**src/rtl/core/assert_macros.svh**
```systemverilog
// Assertion macros shared by the shuffle engine RTL.
// Every user module must have clk and rst_n in scope.
`ifndef ASSERT_MACROS_SVH
`define ASSERT_MACROS_SVH

// Condition holds on every clock edge outside reset.
`define ASSERT_HOLDS(label, cond, msg) \
    label: assert property (@(posedge clk) disable iff (!rst_n) (cond)) \
        else $error(msg);

// Consequent holds in the same cycle as the antecedent.
`define ASSERT_IMP(label, ante, cons, msg) \
    label: assert property (@(posedge clk) disable iff (!rst_n) (ante) |-> (cons)) \
        else $error(msg);

// Consequent holds in the cycle after the antecedent.
`define ASSERT_NEXT(label, ante, cons, msg) \
    label: assert property (@(posedge clk) disable iff (!rst_n) (ante) |=> (cons)) \
        else $error(msg);

`endif

```
**src/rtl/core/ioshuf_pkg.sv**
```systemverilog
// Shared types and constants of the inside-out shuffle engine.
// No dependencies; used by every module of the block but ioshuf_ram.
`default_nettype none

package ioshuf_pkg;

    localparam int DATA_W        = 32;
    localparam int WORD_W        = 31;
    localparam int IDX_W         = 6;
    localparam int CMD_W         = 2;
    localparam int MAX_ELEMS_DEF = 64;

    localparam logic [CMD_W-1:0] CMD_LOAD    = 2'd0;
    localparam logic [CMD_W-1:0] CMD_EMIT    = 2'd1;
    localparam logic [CMD_W-1:0] CMD_SHUFFLE = 2'd2;

    typedef struct packed {
        logic [CMD_W-1:0]         cmd;
        logic signed [DATA_W-1:0] element_value;
        logic                     load_last;
        logic [WORD_W-1:0]        random_word;
    } item_t;

    typedef struct packed {
        logic signed [DATA_W-1:0] out_value;
        logic [IDX_W-1:0]         out_index;
        logic                     out_shuffled;
        logic                     out_last;
    } result_t;

    typedef enum logic [3:0] {
        OP_NONE,
        OP_CAPTURE,
        OP_LOAD,
        OP_EMIT_START,
        OP_COPY_START,
        OP_COPY,
        OP_RD_I,
        OP_RD_J,
        OP_WR_I,
        OP_WR_J,
        OP_EMIT
    } dp_op_t;

    typedef struct packed {
        dp_op_t op;
        logic   mod_start;
    } ctrl_t;

    typedef struct packed {
        logic [CMD_W-1:0] cmd;
        logic             len_zero;
        logic             pos_zero;
        logic             sweep_done;
        logic             mod_done;
        logic             shuffle_last;
    } stat_t;

    typedef enum logic [2:0] {
        S_IDLE,
        S_DECODE,
        S_COPY,
        S_MOD,
        S_RD_J,
        S_SWAP_I,
        S_SWAP_J,
        S_EMIT
    } state_t;

endpackage

`default_nettype wire

```
**src/rtl/core/ioshuf_ctrl.sv**
```systemverilog
// Controller state machine: decodes each transaction and sequences the datapath.
// Depends on ioshuf_pkg.
`default_nettype none

module ioshuf_ctrl
    import ioshuf_pkg::*;
(
    input  wire logic  clk,
    input  wire logic  rst_n,
    input  wire logic  start,
    input  wire stat_t stat,
    output logic       busy,
    output ctrl_t      ctrl
);

    state_t state_reg;
    state_t state_next;

    always_ff @(posedge clk or negedge rst_n)
    begin
        if (!rst_n)
        begin
            state_reg <= S_IDLE;
        end
        else
        begin
            state_reg <= state_next;
        end
    end

    always_comb
    begin
        state_next = state_reg;
        unique case (state_reg)
            S_IDLE:
            begin
                if (start)
                begin
                    state_next = S_DECODE;
                end
            end
            S_DECODE:
            begin
                unique case (stat.cmd)
                    CMD_EMIT:
                    begin
                        state_next = stat.len_zero ? S_IDLE : S_EMIT;
                    end
                    CMD_SHUFFLE:
                    begin
                        if (stat.len_zero)
                        begin
                            state_next = S_IDLE;
                        end
                        else
                        begin
                            state_next = stat.pos_zero ? S_COPY : S_MOD;
                        end
                    end
                    default:
                    begin
                        state_next = S_IDLE;
                    end
                endcase
            end
            S_COPY:
            begin
                if (stat.sweep_done)
                begin
                    state_next = S_MOD;
                end
            end
            S_MOD:
            begin
                if (stat.mod_done)
                begin
                    state_next = S_RD_J;
                end
            end
            S_RD_J:
            begin
                state_next = S_SWAP_I;
            end
            S_SWAP_I:
            begin
                state_next = S_SWAP_J;
            end
            S_SWAP_J:
            begin
                state_next = stat.shuffle_last ? S_EMIT : S_IDLE;
            end
            S_EMIT:
            begin
                if (stat.sweep_done)
                begin
                    state_next = S_IDLE;
                end
            end
            default:
            begin
                state_next = S_IDLE;
            end
        endcase
    end

    always_comb
    begin
        busy           = state_reg != S_IDLE;
        ctrl.op        = OP_NONE;
        ctrl.mod_start = 1'b0;
        unique case (state_reg)
            S_IDLE:
            begin
                if (start)
                begin
                    ctrl.op = OP_CAPTURE;
                end
            end
            S_DECODE:
            begin
                unique case (stat.cmd)
                    CMD_LOAD:
                    begin
                        ctrl.op = OP_LOAD;
                    end
                    CMD_EMIT:
                    begin
                        ctrl.op = OP_EMIT_START;
                    end
                    CMD_SHUFFLE:
                    begin
                        // start the remainder now; it runs alongside the store copy
                        if (!stat.len_zero)
                        begin
                            ctrl.mod_start = 1'b1;
                            ctrl.op        = stat.pos_zero ? OP_COPY_START : OP_NONE;
                        end
                    end
                    default:
                    begin
                    end
                endcase
            end
            S_COPY:
            begin
                ctrl.op = OP_COPY;
            end
            S_MOD:
            begin
                if (stat.mod_done)
                begin
                    ctrl.op = OP_RD_I;
                end
            end
            S_RD_J:
            begin
                ctrl.op = OP_RD_J;
            end
            S_SWAP_I:
            begin
                ctrl.op = OP_WR_I;
            end
            S_SWAP_J:
            begin
                ctrl.op = OP_WR_J;
            end
            S_EMIT:
            begin
                ctrl.op = OP_EMIT;
            end
            default:
            begin
            end
        endcase
    end

endmodule

`default_nettype wire

```
**config.mk**
```make
export PLATFORM = sky130hd
export DESIGN_NAME = ioshuf_ctrl
export DESIGN_NICKNAME = d
export VERILOG_FILES = /design/src/rtl/core/assert_macros.svh /design/src/rtl/core/ioshuf_pkg.sv /design/src/rtl/core/ioshuf_ctrl.sv
export SDC_FILE = /design/constraint.sdc
export NUM_CORES = 1
export LEC_CHECK = 0
export BUFFER_PORTS_ARGS = -buffer_cell sky130_fd_sc_hd__buf_2
export CORE_MARGIN = 2
export CORE_UTILIZATION = 31
export CTS_BUF_LIST = sky130_fd_sc_hd__clkbuf_4
export CTS_CLUSTER_SIZE = 28
export DETAILED_ROUTE_END_ITERATION = 7
export SYNTH_ARGS = -nofsm -noshare
export SYNTH_HDL_FRONTEND = slang
export SYNTH_SLANG_ARGS = --single-unit
```
**constraint.sdc**
```tcl
create_clock -name clk -period 2.1 [get_ports clk]
set_clock_uncertainty 0.05 [all_clocks]
set_input_delay 0.42 -clock clk [delete_from_list [all_inputs] [get_ports clk]]
set_output_delay 0.42 -clock clk [all_outputs]
set_load 0.01 [all_outputs]
```
==> reports/qor.yml <==
outcome: "finished clean"
ant_nets: 0
area_delta_synth_final_pct: 24.9
arrival_ns: 1.51
cts_tree: "built"
rows: 14
hold_path.class: "in -> reg"
numCtsBuffers: 3
path_clk_slew_ns: 0.04
drt-total-wl_um: 1090
start_util_pct: 32.4
utilization_pct: 40.4
largest_register_ff_count: 3
cp-start-kind: "register"
grt_max_degree: 18
synth_top_family_by_area: "simple AND/OR/NAND/NOR gates"
top_level_ports: 16
die_height_um: 43.4
drcViolationCount: 0
coreArea_mm2: 0.00149
htreeDepth: 1
synth_mux_area_share_pct: 2.34
dr.pass1.iters: 2
cts_sinks: 3
worst_pin_slew_ns: 0.293
fmax_mhz: 504
mappedNetlistNets: 71
ys_seq_elements: 3
finalSetupViolations: 0
slew_headroom_pct: 80.2
yosysSeqAreaShare_pct: 15.6
layout.nets: 91
routedWlPerCell_um: 11.8
antenna_cells: 0
grt_pass1_wl_um: 1990
cts_setup_buffers: 0
synthSimpleGateAreaFrac_pct: 32.5
synthesis.instances: 57
path_max_fanout: 8
place_hpwl_um: 847
synth_cell_types: 32
cpMaxStageDelayCell: "dfrtp_1"
slowest_delay_ns: 0.49
path_buf_inv: 1
crit_family: "flip-flops"
pre_cts_ws_ns: 0.187
power.leakage_nw: 0.291
crit_chain: "nor2_2 > and4b_4 > a221o_1 > buf_2"
endpoint_kind: "output pin"
fin_setup_tns_ns: 0
vias: 477
grt_setup_unrepaired: "false"
required_ns: 1.63
viasPerCell: 5.18
io_buffers: 15
clock_latency_ns: 0.23
critPathKind: "reg -> out"
yosys_warnings: 0
synth_compound_area_share_pct: 27.8
grt_pass1_vias: 477
drv_cap: 0
min_period_ns: 1.98
power_density_mw_per_mm2: 1180
final_max_slew_viol_count: 0
drive_gt1_share_pct: 42.1
period_share_pct: 94.4
drt_iter0_markers: 5
track_usage_pct: 13.6
hold_viol_final: 0
cts_buffer_depth: 2
netlist_area_um2: 482
synth_fa_ha_area_share_pct: 10.4
synth-xor-area-share_pct: 0
clock-root-buffer: "clkbuf_4"
gp_congestion: 0.724
antenna_found_initial: 0
die_area_mm2: 0.00189
dieWidth_um: 43.4
gr-total-overflow: 0
ir_drop_mv: 0.437
fin_ws_ns: 0.117
avgSynthCellArea_um2: 8.45
## tightest hold or removal path, cell delays in order
cell and delay, ns:
buf_2 0.11, nand2b_1 0.06, a22oi_1 0.06
## worst paths after layout
kind	to	slack [ns]	startpoint	cells after the start
min	state_reg[0]$_DFFE_PN0P_	0.43	start	3
max	ctrl[3]	0.12	state_reg[1]$_DFFE_PN0P_	4
max reg2reg	state_reg[0]$_DFFE_PN0P_	0.64	state_reg[1]$_DFFE_PN0P_	4
min in group asynchronous	state_reg[0]$_DFFE_PN0P_	0.48	rst_n	2
min reg2reg	state_reg[0]$_DFFE_PN0P_	0.70	state_reg[2]$_DFFE_PN0P_	4
max in group asynchronous	state_reg[0]$_DFFE_PN0P_	1.41	rst_n	2
## metrics by stage
stage | std cells | total power, W | hold slack (ns) | area (um^2)
floorplan | 57 | 0.000492 | 0.0744 | 482
global placement | 87 | 0.000599 | 0.165 | 561
detailed placement | 87 | 0.000596 | 0.167 | 561
CTS | 92 | 0.000716 | 0.428 | 601
global route | 92 | 0.000785 | 0.432 | 602
finish | 92 | 0.000712 | 0.429 | 602
## cell usage after synthesis
cell       count  area [um^2]
a211oi_1       1         7.51
a21oi_1        1         5.00
a221o_1        1         10.0
a22o_1         1         8.76
a22oi_1        1         7.51
a2bb2oi_1      2         17.5
a311o_1        2         20.0
a31oi_1        1         6.26
a32o_1         1         10.0
and2_2         1         7.51
and2b_4        1         10.0
and4b_4        1         13.8
buf_2          1         5.00
buf_6          3         33.8
clkinv_2       1         5.00
dfrtp_1        3         75.1
ha_1           4         50.1
inv_1          3         11.3
mux2_2         1         11.3
nand2_1        8         30.0
nand2b_1       2         12.5
nand2b_2       1         8.76
nor2_1         3         11.3
nor2_2         1         6.26
nor2b_1        1         6.26
nor3b_1        1         7.51
nor4b_4        1         23.8
nor4bb_1       1         10.0
o21ai_0        4         20.0
o22ai_1        2         12.5
o41ai_1        1         8.76
or2b_2         1         8.76
## area by class of cell
type                            instances  area, um^2
Sequential cell                         3        76.3
Inverter                                4        16.3
Timing Repair Buffer                   19         108
Clock buffer                            4        30.0
Fill cell                             153         887
Multi-Input combinational cell         46         352
Tap cell                               16        20.0
## cell families after synthesis
family,count (synthesis)
multiplexers,1
adder cells (fa/ha/maj),4
AO/OA/AOI/OAI,18
AND/OR/NAND/NOR,23
flip-flops,3
buffers and inverters,8
## report_power, final
group	switching [W]	internal [W]
Clock	0.0000276	0.0000839
Combinational	0.000230	0.000230
Sequential	0.0000568	0.0000841
## metal layers
metal	vias up	share of wire, %	track usage [%]
met1	217	48	17.8
li1	248	-	-
met5	-	0	0
met3	0	4.0	2.50
met4	0	0	3.64
met2	12	48	23.0
## layout by cell type (no fill, tap or decap), types with 3 or more instances in the layout
cell / n
buf_2: 15
nand2_1: 8
o21ai_0: 4
ha_1: 4
clkbuf_4: 4
inv_1: 3
nor2_1: 3
buf_4: 3
## what timing repair did
action                     4_1_cts  5_1_grt
gates resized for setup          0        1
hold endpoints to repair         3        0
setup endpoints to repair        0        1
hold buffers                     1        0
Power figures use the tool's default switching activity.
