[config.mk]
export PLATFORM = sky130hd
export DESIGN_NAME = ioshuf_dp
export DESIGN_NICKNAME = d
export VERILOG_FILES = /design/src/rtl/core/ioshuf_pkg.sv /design/src/rtl/core/ioshuf_ram.sv /design/src/rtl/core/ioshuf_mod.sv /design/src/rtl/core/ioshuf_dp.sv
export VERILOG_INCLUDE_DIRS = /design/src /design/src/rtl/core
export SDC_FILE = /design/constraint.sdc
export NUM_CORES = 2
export LEC_CHECK = 0
export ABC_AREA = 1
export BUFFER_PORTS_ARGS = -buffer_cell sky130_fd_sc_hd__buf_2
export CAP_MARGIN = 20
export CORE_ASPECT_RATIO = 0.5
export CORE_UTILIZATION = 40
export CTS_BUF_LIST = sky130_fd_sc_hd__clkbuf_8
export CTS_CLUSTER_SIZE = 12
export DETAILED_ROUTE_END_ITERATION = 8
export PLACE_DENSITY_LB_ADDON = 0.2
export SETUP_SLACK_MARGIN = 0.15
export SLEW_MARGIN = 20
export SYNTH_ARGS = -nofsm -noshare
export SYNTH_HDL_FRONTEND = slang
export SYNTH_SLANG_ARGS = --single-unit
[constraint.sdc]
create_clock -name clk -period 6.4 [get_ports clk]
set_clock_uncertainty 0.2 [all_clocks]
set_input_delay 0.96 -clock clk [delete_from_list [all_inputs] [get_ports clk]]
set_output_delay 0.96 -clock clk [all_outputs]
set_load 0.005 [all_outputs]
[src/rtl/core/assert_macros.svh]
// Assertion macros shared by the shuffle engine RTL.
// Every user module must have clk and rst_n in scope.
`ifndef ASSERT_MACROS_SVH
`define ASSERT_MACROS_SVH

// Condition holds on every clock edge outside reset.
`define ASSERT_HOLDS(label, cond, msg) \
    label: assert property (@(posedge clk) disable iff (!rst_n) (cond)) \
        else $error(msg);

// Consequent holds in the same cycle as the antecedent.
`define ASSERT_IMP(label, ante, cons, msg) \
    label: assert property (@(posedge clk) disable iff (!rst_n) (ante) |-> (cons)) \
        else $error(msg);

// Consequent holds in the cycle after the antecedent.
`define ASSERT_NEXT(label, ante, cons, msg) \
    label: assert property (@(posedge clk) disable iff (!rst_n) (ante) |=> (cons)) \
        else $error(msg);

`endif

[src/rtl/core/ioshuf_pkg.sv]
// Shared types and constants of the inside-out shuffle engine.
// No dependencies; used by every module of the block but ioshuf_ram.
`default_nettype none

package ioshuf_pkg;

    localparam int DATA_W        = 32;
    localparam int WORD_W        = 31;
    localparam int IDX_W         = 6;
    localparam int CMD_W         = 2;
    localparam int MAX_ELEMS_DEF = 64;

    localparam logic [CMD_W-1:0] CMD_LOAD    = 2'd0;
    localparam logic [CMD_W-1:0] CMD_EMIT    = 2'd1;
    localparam logic [CMD_W-1:0] CMD_SHUFFLE = 2'd2;

    typedef struct packed {
        logic [CMD_W-1:0]         cmd;
        logic signed [DATA_W-1:0] element_value;
        logic                     load_last;
        logic [WORD_W-1:0]        random_word;
    } item_t;

    typedef struct packed {
        logic signed [DATA_W-1:0] out_value;
        logic [IDX_W-1:0]         out_index;
        logic                     out_shuffled;
        logic                     out_last;
    } result_t;

    typedef enum logic [3:0] {
        OP_NONE,
        OP_CAPTURE,
        OP_LOAD,
        OP_EMIT_START,
        OP_COPY_START,
        OP_COPY,
        OP_RD_I,
        OP_RD_J,
        OP_WR_I,
        OP_WR_J,
        OP_EMIT
    } dp_op_t;

    typedef struct packed {
        dp_op_t op;
        logic   mod_start;
    } ctrl_t;

    typedef struct packed {
        logic [CMD_W-1:0] cmd;
        logic             len_zero;
        logic             pos_zero;
        logic             sweep_done;
        logic             mod_done;
        logic             shuffle_last;
    } stat_t;

    typedef enum logic [2:0] {
        S_IDLE,
        S_DECODE,
        S_COPY,
        S_MOD,
        S_RD_J,
        S_SWAP_I,
        S_SWAP_J,
        S_EMIT
    } state_t;

endpackage

`default_nettype wire

[src/rtl/core/ioshuf_ram.sv]
// Generic single-port-write, single-port-read RAM with registered read data.
// No dependencies.
`default_nettype none

module ioshuf_ram #(
    parameter int WIDTH = 32,
    parameter int DEPTH = 64
) (
    input  wire logic                     clk,
    input  wire logic                     we,
    input  wire logic [$clog2(DEPTH)-1:0] waddr,
    input  wire logic [WIDTH-1:0]         wdata,
    input  wire logic [$clog2(DEPTH)-1:0] raddr,
    output logic      [WIDTH-1:0]         rdata
);

    logic [WIDTH-1:0] mem [DEPTH];

    always_ff @(posedge clk)
    begin
        if (we)
        begin
            mem[waddr] <= wdata;
        end
        rdata <= mem[raddr];
    end

endmodule

`default_nettype wire

[src/rtl/core/ioshuf_mod.sv]
// Iterative remainder unit: random word mod (position + 1), four bits a cycle.
// Depends on ioshuf_pkg and assert_macros.svh.
`default_nettype none
`include "assert_macros.svh"

module ioshuf_mod
    import ioshuf_pkg::*;
#(
    parameter int MAX_ELEMS = MAX_ELEMS_DEF
) (
    input  wire logic                                clk,
    input  wire logic                                rst_n,
    input  wire logic                                start,
    input  wire logic [WORD_W-1:0]                   dividend,
    input  wire logic [$clog2(MAX_ELEMS + 1)-1:0]    divisor,
    output logic                                     done,
    output logic      [$clog2(MAX_ELEMS + 1)-1:0]    rem
);

    localparam int CNT_W   = $clog2(MAX_ELEMS + 1);
    localparam int RADIX_W = 4;
    localparam int STEPS   = (WORD_W + RADIX_W - 1) / RADIX_W;
    localparam int PAD_W   = STEPS * RADIX_W;
    localparam int STEP_W  = $clog2(STEPS);

    logic [PAD_W-1:0]  dividend_reg;
    logic [CNT_W-1:0]  divisor_reg;
    logic [CNT_W-1:0]  rem_reg;
    logic [CNT_W-1:0]  rem_next;
    logic [STEP_W-1:0] step_reg;
    logic              run_reg;
    logic              done_reg;

    // Restoring division on the top bits of the dividend; remainder stays narrow.
    always_comb
    begin
        logic [CNT_W:0]   trial;
        logic [CNT_W-1:0] r;
        r = rem_reg;
        for (int b = 0; b < RADIX_W; b++)
        begin
            trial = {r, dividend_reg[PAD_W-1-b]};
            if (trial >= {1'b0, divisor_reg})
            begin
                trial = trial - {1'b0, divisor_reg};
            end
            r = trial[CNT_W-1:0];
        end
        rem_next = r;
    end

    always_ff @(posedge clk or negedge rst_n)
    begin
        if (!rst_n)
        begin
            run_reg  <= 1'b0;
            done_reg <= 1'b0;
            step_reg <= '0;
        end
        else if (start)
        begin
            run_reg  <= 1'b1;
            done_reg <= 1'b0;
            step_reg <= '0;
        end
        else if (run_reg)
        begin
            step_reg <= step_reg + STEP_W'(1);
            if (step_reg == STEP_W'(STEPS - 1))
            begin
                run_reg  <= 1'b0;
                done_reg <= 1'b1;
            end
        end
    end

    always_ff @(posedge clk)
    begin
        if (start)
        begin
            dividend_reg <= PAD_W'(dividend);
            divisor_reg  <= divisor;
            rem_reg      <= '0;
        end
        else if (run_reg)
        begin
            dividend_reg <= dividend_reg << RADIX_W;
            rem_reg      <= rem_next;
        end
    end

    assign done = done_reg;
    assign rem  = rem_reg;

    `ASSERT_IMP(a_rem_in_range, done_reg, rem_reg < divisor_reg, "remainder not below divisor")

endmodule

`default_nettype wire

[src/rtl/core/ioshuf_dp.sv]
// Datapath: original and working stores, counters, swap path, result register.
// Depends on ioshuf_pkg, ioshuf_ram, ioshuf_mod and assert_macros.svh.
`default_nettype none
`include "assert_macros.svh"

module ioshuf_dp
    import ioshuf_pkg::*;
#(
    parameter int MAX_ELEMS = MAX_ELEMS_DEF
) (
    input  wire logic    clk,
    input  wire logic    rst_n,
    input  wire ctrl_t   ctrl,
    input  wire item_t   item,
    output stat_t        stat,
    output logic         strobe,
    output result_t      result
);

    localparam int ADDR_W = $clog2(MAX_ELEMS);
    localparam int CNT_W  = $clog2(MAX_ELEMS + 1);

    item_t             item_reg;
    logic [CNT_W-1:0]  len_reg;
    logic [CNT_W-1:0]  len_next;
    logic [CNT_W-1:0]  lc_reg;
    logic [CNT_W-1:0]  lc_next;
    logic [ADDR_W-1:0] pos_reg;
    logic [ADDR_W-1:0] pos_next;
    logic [CNT_W-1:0]  k_reg;
    logic [CNT_W-1:0]  k_next;
    logic              shuffled_reg;
    logic              shuffled_next;
    logic              pend_reg;
    logic              pend_next;
    logic [ADDR_W-1:0] idx_reg;
    logic              last_reg;
    logic [DATA_W-1:0] tmp_reg;

    logic              lc_below;
    logic              k_at_len;
    logic              shuffle_last;
    logic [CNT_W-1:0]  k_minus1;
    logic [CNT_W-1:0]  k_plus1;
    logic [CNT_W-1:0]  pos_plus1;

    logic              mod_done;
    logic [CNT_W-1:0]  mod_rem;
    logic [ADDR_W-1:0] j_addr;

    logic              orig_we;
    logic [DATA_W-1:0] orig_rdata;
    logic              work_we;
    logic [ADDR_W-1:0] work_waddr;
    logic [DATA_W-1:0] work_wdata;
    logic [ADDR_W-1:0] work_raddr;
    logic [DATA_W-1:0] work_rdata;

    assign lc_below     = lc_reg < CNT_W'(MAX_ELEMS);
    assign k_at_len     = k_reg == len_reg;
    assign k_minus1     = k_reg - CNT_W'(1);
    assign k_plus1      = k_reg + CNT_W'(1);
    assign pos_plus1    = CNT_W'(pos_reg) + CNT_W'(1);
    assign shuffle_last = pos_plus1 >= len_reg;
    assign j_addr       = mod_rem[ADDR_W-1:0];

    ioshuf_mod #(
        .MAX_ELEMS (MAX_ELEMS)
    ) u_mod (
        .clk      (clk),
        .rst_n    (rst_n),
        .start    (ctrl.mod_start),
        .dividend (item_reg.random_word),
        .divisor  (pos_plus1),
        .done     (mod_done),
        .rem      (mod_rem)
    );

    assign orig_we = (ctrl.op == OP_LOAD) && lc_below;

    ioshuf_ram #(
        .WIDTH (DATA_W),
        .DEPTH (MAX_ELEMS)
    ) u_orig_ram (
        .clk   (clk),
        .we    (orig_we),
        .waddr (lc_reg[ADDR_W-1:0]),
        .wdata (item_reg.element_value),
        .raddr (k_reg[ADDR_W-1:0]),
        .rdata (orig_rdata)
    );

    always_comb
    begin
        work_we    = 1'b0;
        work_waddr = k_minus1[ADDR_W-1:0];
        work_wdata = orig_rdata;
        work_raddr = k_reg[ADDR_W-1:0];
        unique case (ctrl.op)
            OP_COPY:
            begin
                // orig read data is registered, so it belongs to the previous address
                work_we = k_reg != '0;
            end
            OP_RD_I:
            begin
                work_raddr = pos_reg;
            end
            OP_RD_J:
            begin
                work_raddr = j_addr;
            end
            OP_WR_I:
            begin
                work_we    = 1'b1;
                work_waddr = pos_reg;
                work_wdata = work_rdata;
            end
            OP_WR_J:
            begin
                work_we    = 1'b1;
                work_waddr = j_addr;
                work_wdata = tmp_reg;
            end
            default:
            begin
            end
        endcase
    end

    ioshuf_ram #(
        .WIDTH (DATA_W),
        .DEPTH (MAX_ELEMS)
    ) u_work_ram (
        .clk   (clk),
        .we    (work_we),
        .waddr (work_waddr),
        .wdata (work_wdata),
        .raddr (work_raddr),
        .rdata (work_rdata)
    );

    always_comb
    begin
        len_next      = len_reg;
        lc_next       = lc_reg;
        pos_next      = pos_reg;
        k_next        = k_reg;
        shuffled_next = shuffled_reg;
        unique case (ctrl.op)
            OP_LOAD:
            begin
                pos_next = '0;
                if (lc_below)
                begin
                    lc_next = lc_reg + CNT_W'(1);
                end
                if (item_reg.load_last)
                begin
                    len_next = lc_next;
                    lc_next  = '0;
                end
                else
                begin
                    len_next = '0;
                end
            end
            OP_EMIT_START:
            begin
                pos_next      = '0;
                k_next        = '0;
                shuffled_next = 1'b0;
            end
            OP_COPY_START:
            begin
                k_next = '0;
            end
            OP_COPY, OP_EMIT:
            begin
                if (!k_at_len)
                begin
                    k_next = k_plus1;
                end
            end
            OP_WR_J:
            begin
                if (shuffle_last)
                begin
                    pos_next      = '0;
                    k_next        = '0;
                    shuffled_next = 1'b1;
                end
                else
                begin
                    pos_next = pos_reg + ADDR_W'(1);
                end
            end
            default:
            begin
            end
        endcase
    end

    assign pend_next = (ctrl.op == OP_EMIT) && !k_at_len;

    always_ff @(posedge clk or negedge rst_n)
    begin
        if (!rst_n)
        begin
            len_reg      <= '0;
            lc_reg       <= '0;
            pos_reg      <= '0;
            k_reg        <= '0;
            shuffled_reg <= 1'b0;
            pend_reg     <= 1'b0;
        end
        else
        begin
            len_reg      <= len_next;
            lc_reg       <= lc_next;
            pos_reg      <= pos_next;
            k_reg        <= k_next;
            shuffled_reg <= shuffled_next;
            pend_reg     <= pend_next;
        end
    end

    always_ff @(posedge clk)
    begin
        if (ctrl.op == OP_CAPTURE)
        begin
            item_reg <= item;
        end
        if (ctrl.op == OP_RD_J)
        begin
            tmp_reg <= work_rdata;
        end
        if (ctrl.op == OP_EMIT)
        begin
            idx_reg  <= k_reg[ADDR_W-1:0];
            last_reg <= k_plus1 == len_reg;
        end
    end

    always_comb
    begin
        stat.cmd          = item_reg.cmd;
        stat.len_zero     = len_reg == '0;
        stat.pos_zero     = pos_reg == '0;
        stat.sweep_done   = k_at_len;
        stat.mod_done     = mod_done;
        stat.shuffle_last = shuffle_last;
    end

    assign strobe              = pend_reg;
    assign result.out_value    = shuffled_reg ? work_rdata : orig_rdata;
    assign result.out_index    = IDX_W'(idx_reg);
    assign result.out_shuffled = shuffled_reg;
    assign result.out_last     = last_reg;

    `ASSERT_HOLDS(a_load_count_bound, lc_reg <= CNT_W'(MAX_ELEMS), "load count past store size")
    `ASSERT_NEXT(a_last_ends_burst, pend_reg && last_reg, !pend_reg, "result after final element")

endmodule

`default_nettype wire

==> reports/qor.csv <==
stage,metric,value,unit
worst_setup_path,Worst R2R End,u_mod.rem[2],
worst_setup_path,"Slowest-stage cell, CP",fa_2,
floorplanning,row count,170,
power,Peak VDD IR,0.621,mV
worst_setup_path,Reg-to-Reg Start,u_mod.dividend_reg[31],
place,Post-DP HPWL,286,mm
hold_path,hold path depth,4,
route,drc violations,0,
global_routing,Total GRT Usage,0.239,
global_routing,largest net degree at the start of global routing,178,
yosys,syn_nets,13839,
sta,post-layout minimum cycle time,5.83,ns
clocking,Num Clock Sinks,4345,
hold_path,hold path endpoint,strobe,
worst_setup_path,CP startpoint kind,flop,
floorplanning,total core area,430000,µm²
place,Port Buffers,120,
yosys,Synth Warn #,0,
worst_setup_path,"Top cell by count, worst path",nand2_1,
yosys,syn avg cell area,12.6,µm²
outcome,status,finished clean,
final_layout,"commonest non-fill, non-tap cell in the layout",edfxtp_1,
clocking,CTS tree,built,
final_layout,post-route insts no fill,20319,
sta,# setup viols final,0,
route,via count,113635,
place,routability cong.,0.832,
clocking,"Clk Latency, worst-skew pair",1.14,ns
worst_setup_path,Worst Setup End Kind,flop,
route,number of vias per cell,5.59,
clocking,clk buf depth,4,
global_routing,first-pass GRT wire length,769,mm
worst_setup_path,Worst path max stage delay,0.37,ns
yosys,Yosys cell types,53,
yosys,Post-Syn Area,173000,µm²
route,Final Routed Wirelength,537,mm
clocking,Max H-tree Level,6,
floorplanning,chip width,932,µm
hold_path,Worst Hold Class,in -> reg,
route,number of routed nets with antenna violations,0,
sta,part of the cycle the worst path needs,0.911,
floorplanning,die span in y,467,µm
final_layout,nets@finish,14200,
worst_setup_path,r2r worst-path depth,48,
global_routing,initial antenna violation count,28,
yosys,Mapped Cells,13720,
job,# Max-Cap Violations,0,
clocking,CTS Root Cell,clkbuf_8,
yosys,synthesized flop and latch total,4345,
sta,worst rel slew slack,0.216,
yosys,Post-synth EDFFs,4239,
worst_setup_path,CP startpoint,u_mod.dividend_reg[31],
power,leakage,66.5,nW
route,Routed WL per cell,26.4,µm
clocking,clock-pin slew on the worst setup and hold paths,0.07,ns
power,pwr dens,352,nW/µm²
worst_setup_path,Worst Path Buf+Inv,7,
worst_setup_path,"CP delay by family, top",simple AND/OR/NAND/NOR gates,
worst_setup_path,worst endpoint required time,7.17,ns
sta,setup TNS,0,ns
yosys,"FFs w/ async S/R, synth",0.00783,
worst_setup_path,R2R setup slack,0.57,ns
hold_path,hold_sp,ctrl[3],
clocking,CTS buffer count,634,
final_layout,Synth-to-Final Area Change,12.4,%
sta,final worst slack,0.571,ns
sta,Fin. Hold Viols,0,
worst_setup_path,critical path peak fanout,7,
global_routing,number of global-route vias before repair,107984,
final_layout,most frequent cells in the layout,"4,239 x edfxtp_1, 2,965 x nand2_1, 1,884 x nand3_1, 1,126 x o21ai_0, 1,113 x nor2_1",
final_layout,share of layout cells above drive strength 1,0.110,
sta,RSZ-0062 raised after global routing,no,
final_layout,final core utilization,0.452,
sta,fin. max-slew vios,0,
route,First DRT Iteration DRCs,13895,
floorplanning,IO Count,121,
yosys,ys flop type,edfxtp_1,
worst_setup_path,"Data arrival, critical path",6.60,ns
sta,max frequency,0.172,GHz
place,Placed Cells,19132,
sta,Slew @ Worst Pin,1.17,ns
floorplanning,Initial Utilization,0.402,
worst_setup_path,"Worst Path Class, Setup",reg -> reg,
place,post-place setup slack,-0.140,ns
global_routing,global route total overflow,0,
route,drt first pass iters,6,
yosys,"Seq/Total Area, Yosys",0.750,
floorplanning,Die ar.,435000,µm²
where the power goes:
group	internal, W	switching, W	total, W
clock network	0.00990	0.0108	0.0207
registers	0.0326	0.000257	0.0328
logic	0.00489	0.00995	0.0148
stage by stage:
stage | total power, W | area [µm²] | hold WS (ns)
floorplan | 0.0410 | 173000 | 0.220
global placement | 0.0473 | 182000 | 0.244
detailed placement | 0.0473 | 182000 | 0.249
CTS | 0.0680 | 194000 | 0.0329
global route | 0.0712 | 194000 | 0.138
finish | 0.0684 | 194000 | 0.136
cells by family after synthesis:
group                    after synthesis  share of synthesized area
buffers and inverters               1088                     0.0277
XOR/XNOR                              33                    0.00167
AO/OA/AOI/OAI                       1953                     0.0661
AND/OR/NAND/NOR                     6255                      0.152
adder cells (fa/ha/maj)               46                    0.00350
flip-flops                          4345                      0.750
worst max path at each step:
stage	endpoint	depth (start not counted)	slack, ns
final	u_mod.rem[2]	48	0.57
after global routing	u_mod.rem[0]	48	0.12
after CTS	u_mod.rem[1]	48	0.18
after detailed placement	u_mod.rem[0]	47	-0.14
after global placement	u_mod.rem[1]	47	-0.28
after floorplan	u_mod.rem[1]	43	0.63
cells in the mapped netlist, types with 4 or more instances:
| library cell | instances | share of area |
|---|---|---|
| dfxtp_1 | 72 | 0.0083 |
| buf_1 | 65 | 0.0014 |
| buf_4 | 45 | 0.0020 |
| buf_2 | 271 | 0.0078 |
| a31oi_1 | 6 | 0.00022 |
| a221oi_1 | 4 | 0.00020 |
| o21ai_1 | 4 | 0.00012 |
| o221ai_1 | 193 | 0.0098 |
| fa_1 | 4 | 0.00046 |
| inv_1 | 169 | 0.0037 |
| nand3_1 | 1908 | 0.055 |
| xnor2_1 | 10 | 0.00051 |
| a21oi_1 | 99 | 0.0029 |
| nor3_1 | 13 | 0.00038 |
| o21ai_0 | 1128 | 0.033 |
| nor2_1 | 1248 | 0.027 |
| ha_1 | 42 | 0.0030 |
| buf_6 | 24 | 0.0016 |
| nand4_1 | 38 | 0.0014 |
| edfxtp_1 | 4239 | 0.74 |
| or2_2 | 38 | 0.0014 |
| dfrtp_1 | 34 | 0.0049 |
| nand3_2 | 6 | 0.00035 |
| o211ai_1 | 154 | 0.0067 |
| xor2_1 | 23 | 0.0012 |
| inv_2 | 6 | 0.00013 |
| a21o_1 | 9 | 0.00039 |
| nand2_1 | 2990 | 0.065 |
| clkbuf_1 | 504 | 0.011 |
| o22ai_1 | 338 | 0.012 |
what timing repair did:
item                                    in CTS  in global routing
endpoints found under the setup margin       7                  7
buffers inserted                             2                  2
resized for setup                           12                 61
hold buffers                                67                  0
pin swaps                                    2                 20
hold endpoints to repair                   100                  0
metal layers:
layer	global-route usage	vias up	wire [µm]
met2	0.380	4796	247000
met3	0.0430	840	43100
met4	0.0790	2	18200
li1	-	50616	-
met1	0.334	57381	228000
met5	0	-	13
worst register-to-register path, delay by kind of cell (launching register included):
kind	cells	cell delay, ns
flops	1	0.30
simple gates	31	2.70
fa+ha+maj	5	1.42
buf+inv	7	0.54
compound gates	5	0.57
final cells by class:
class,count,area [µm²]
repair buffers,636,5490
inverters,177,717
flip-flops and latches,4345,130000
clock buffers,665,9150
diodes,10,25.0
clock inverters,437,2030
fillers,39013,235000
multi-input cells,8287,40000
well taps,5762,7210
Note: power is estimated with default switching activity, not from simulation.
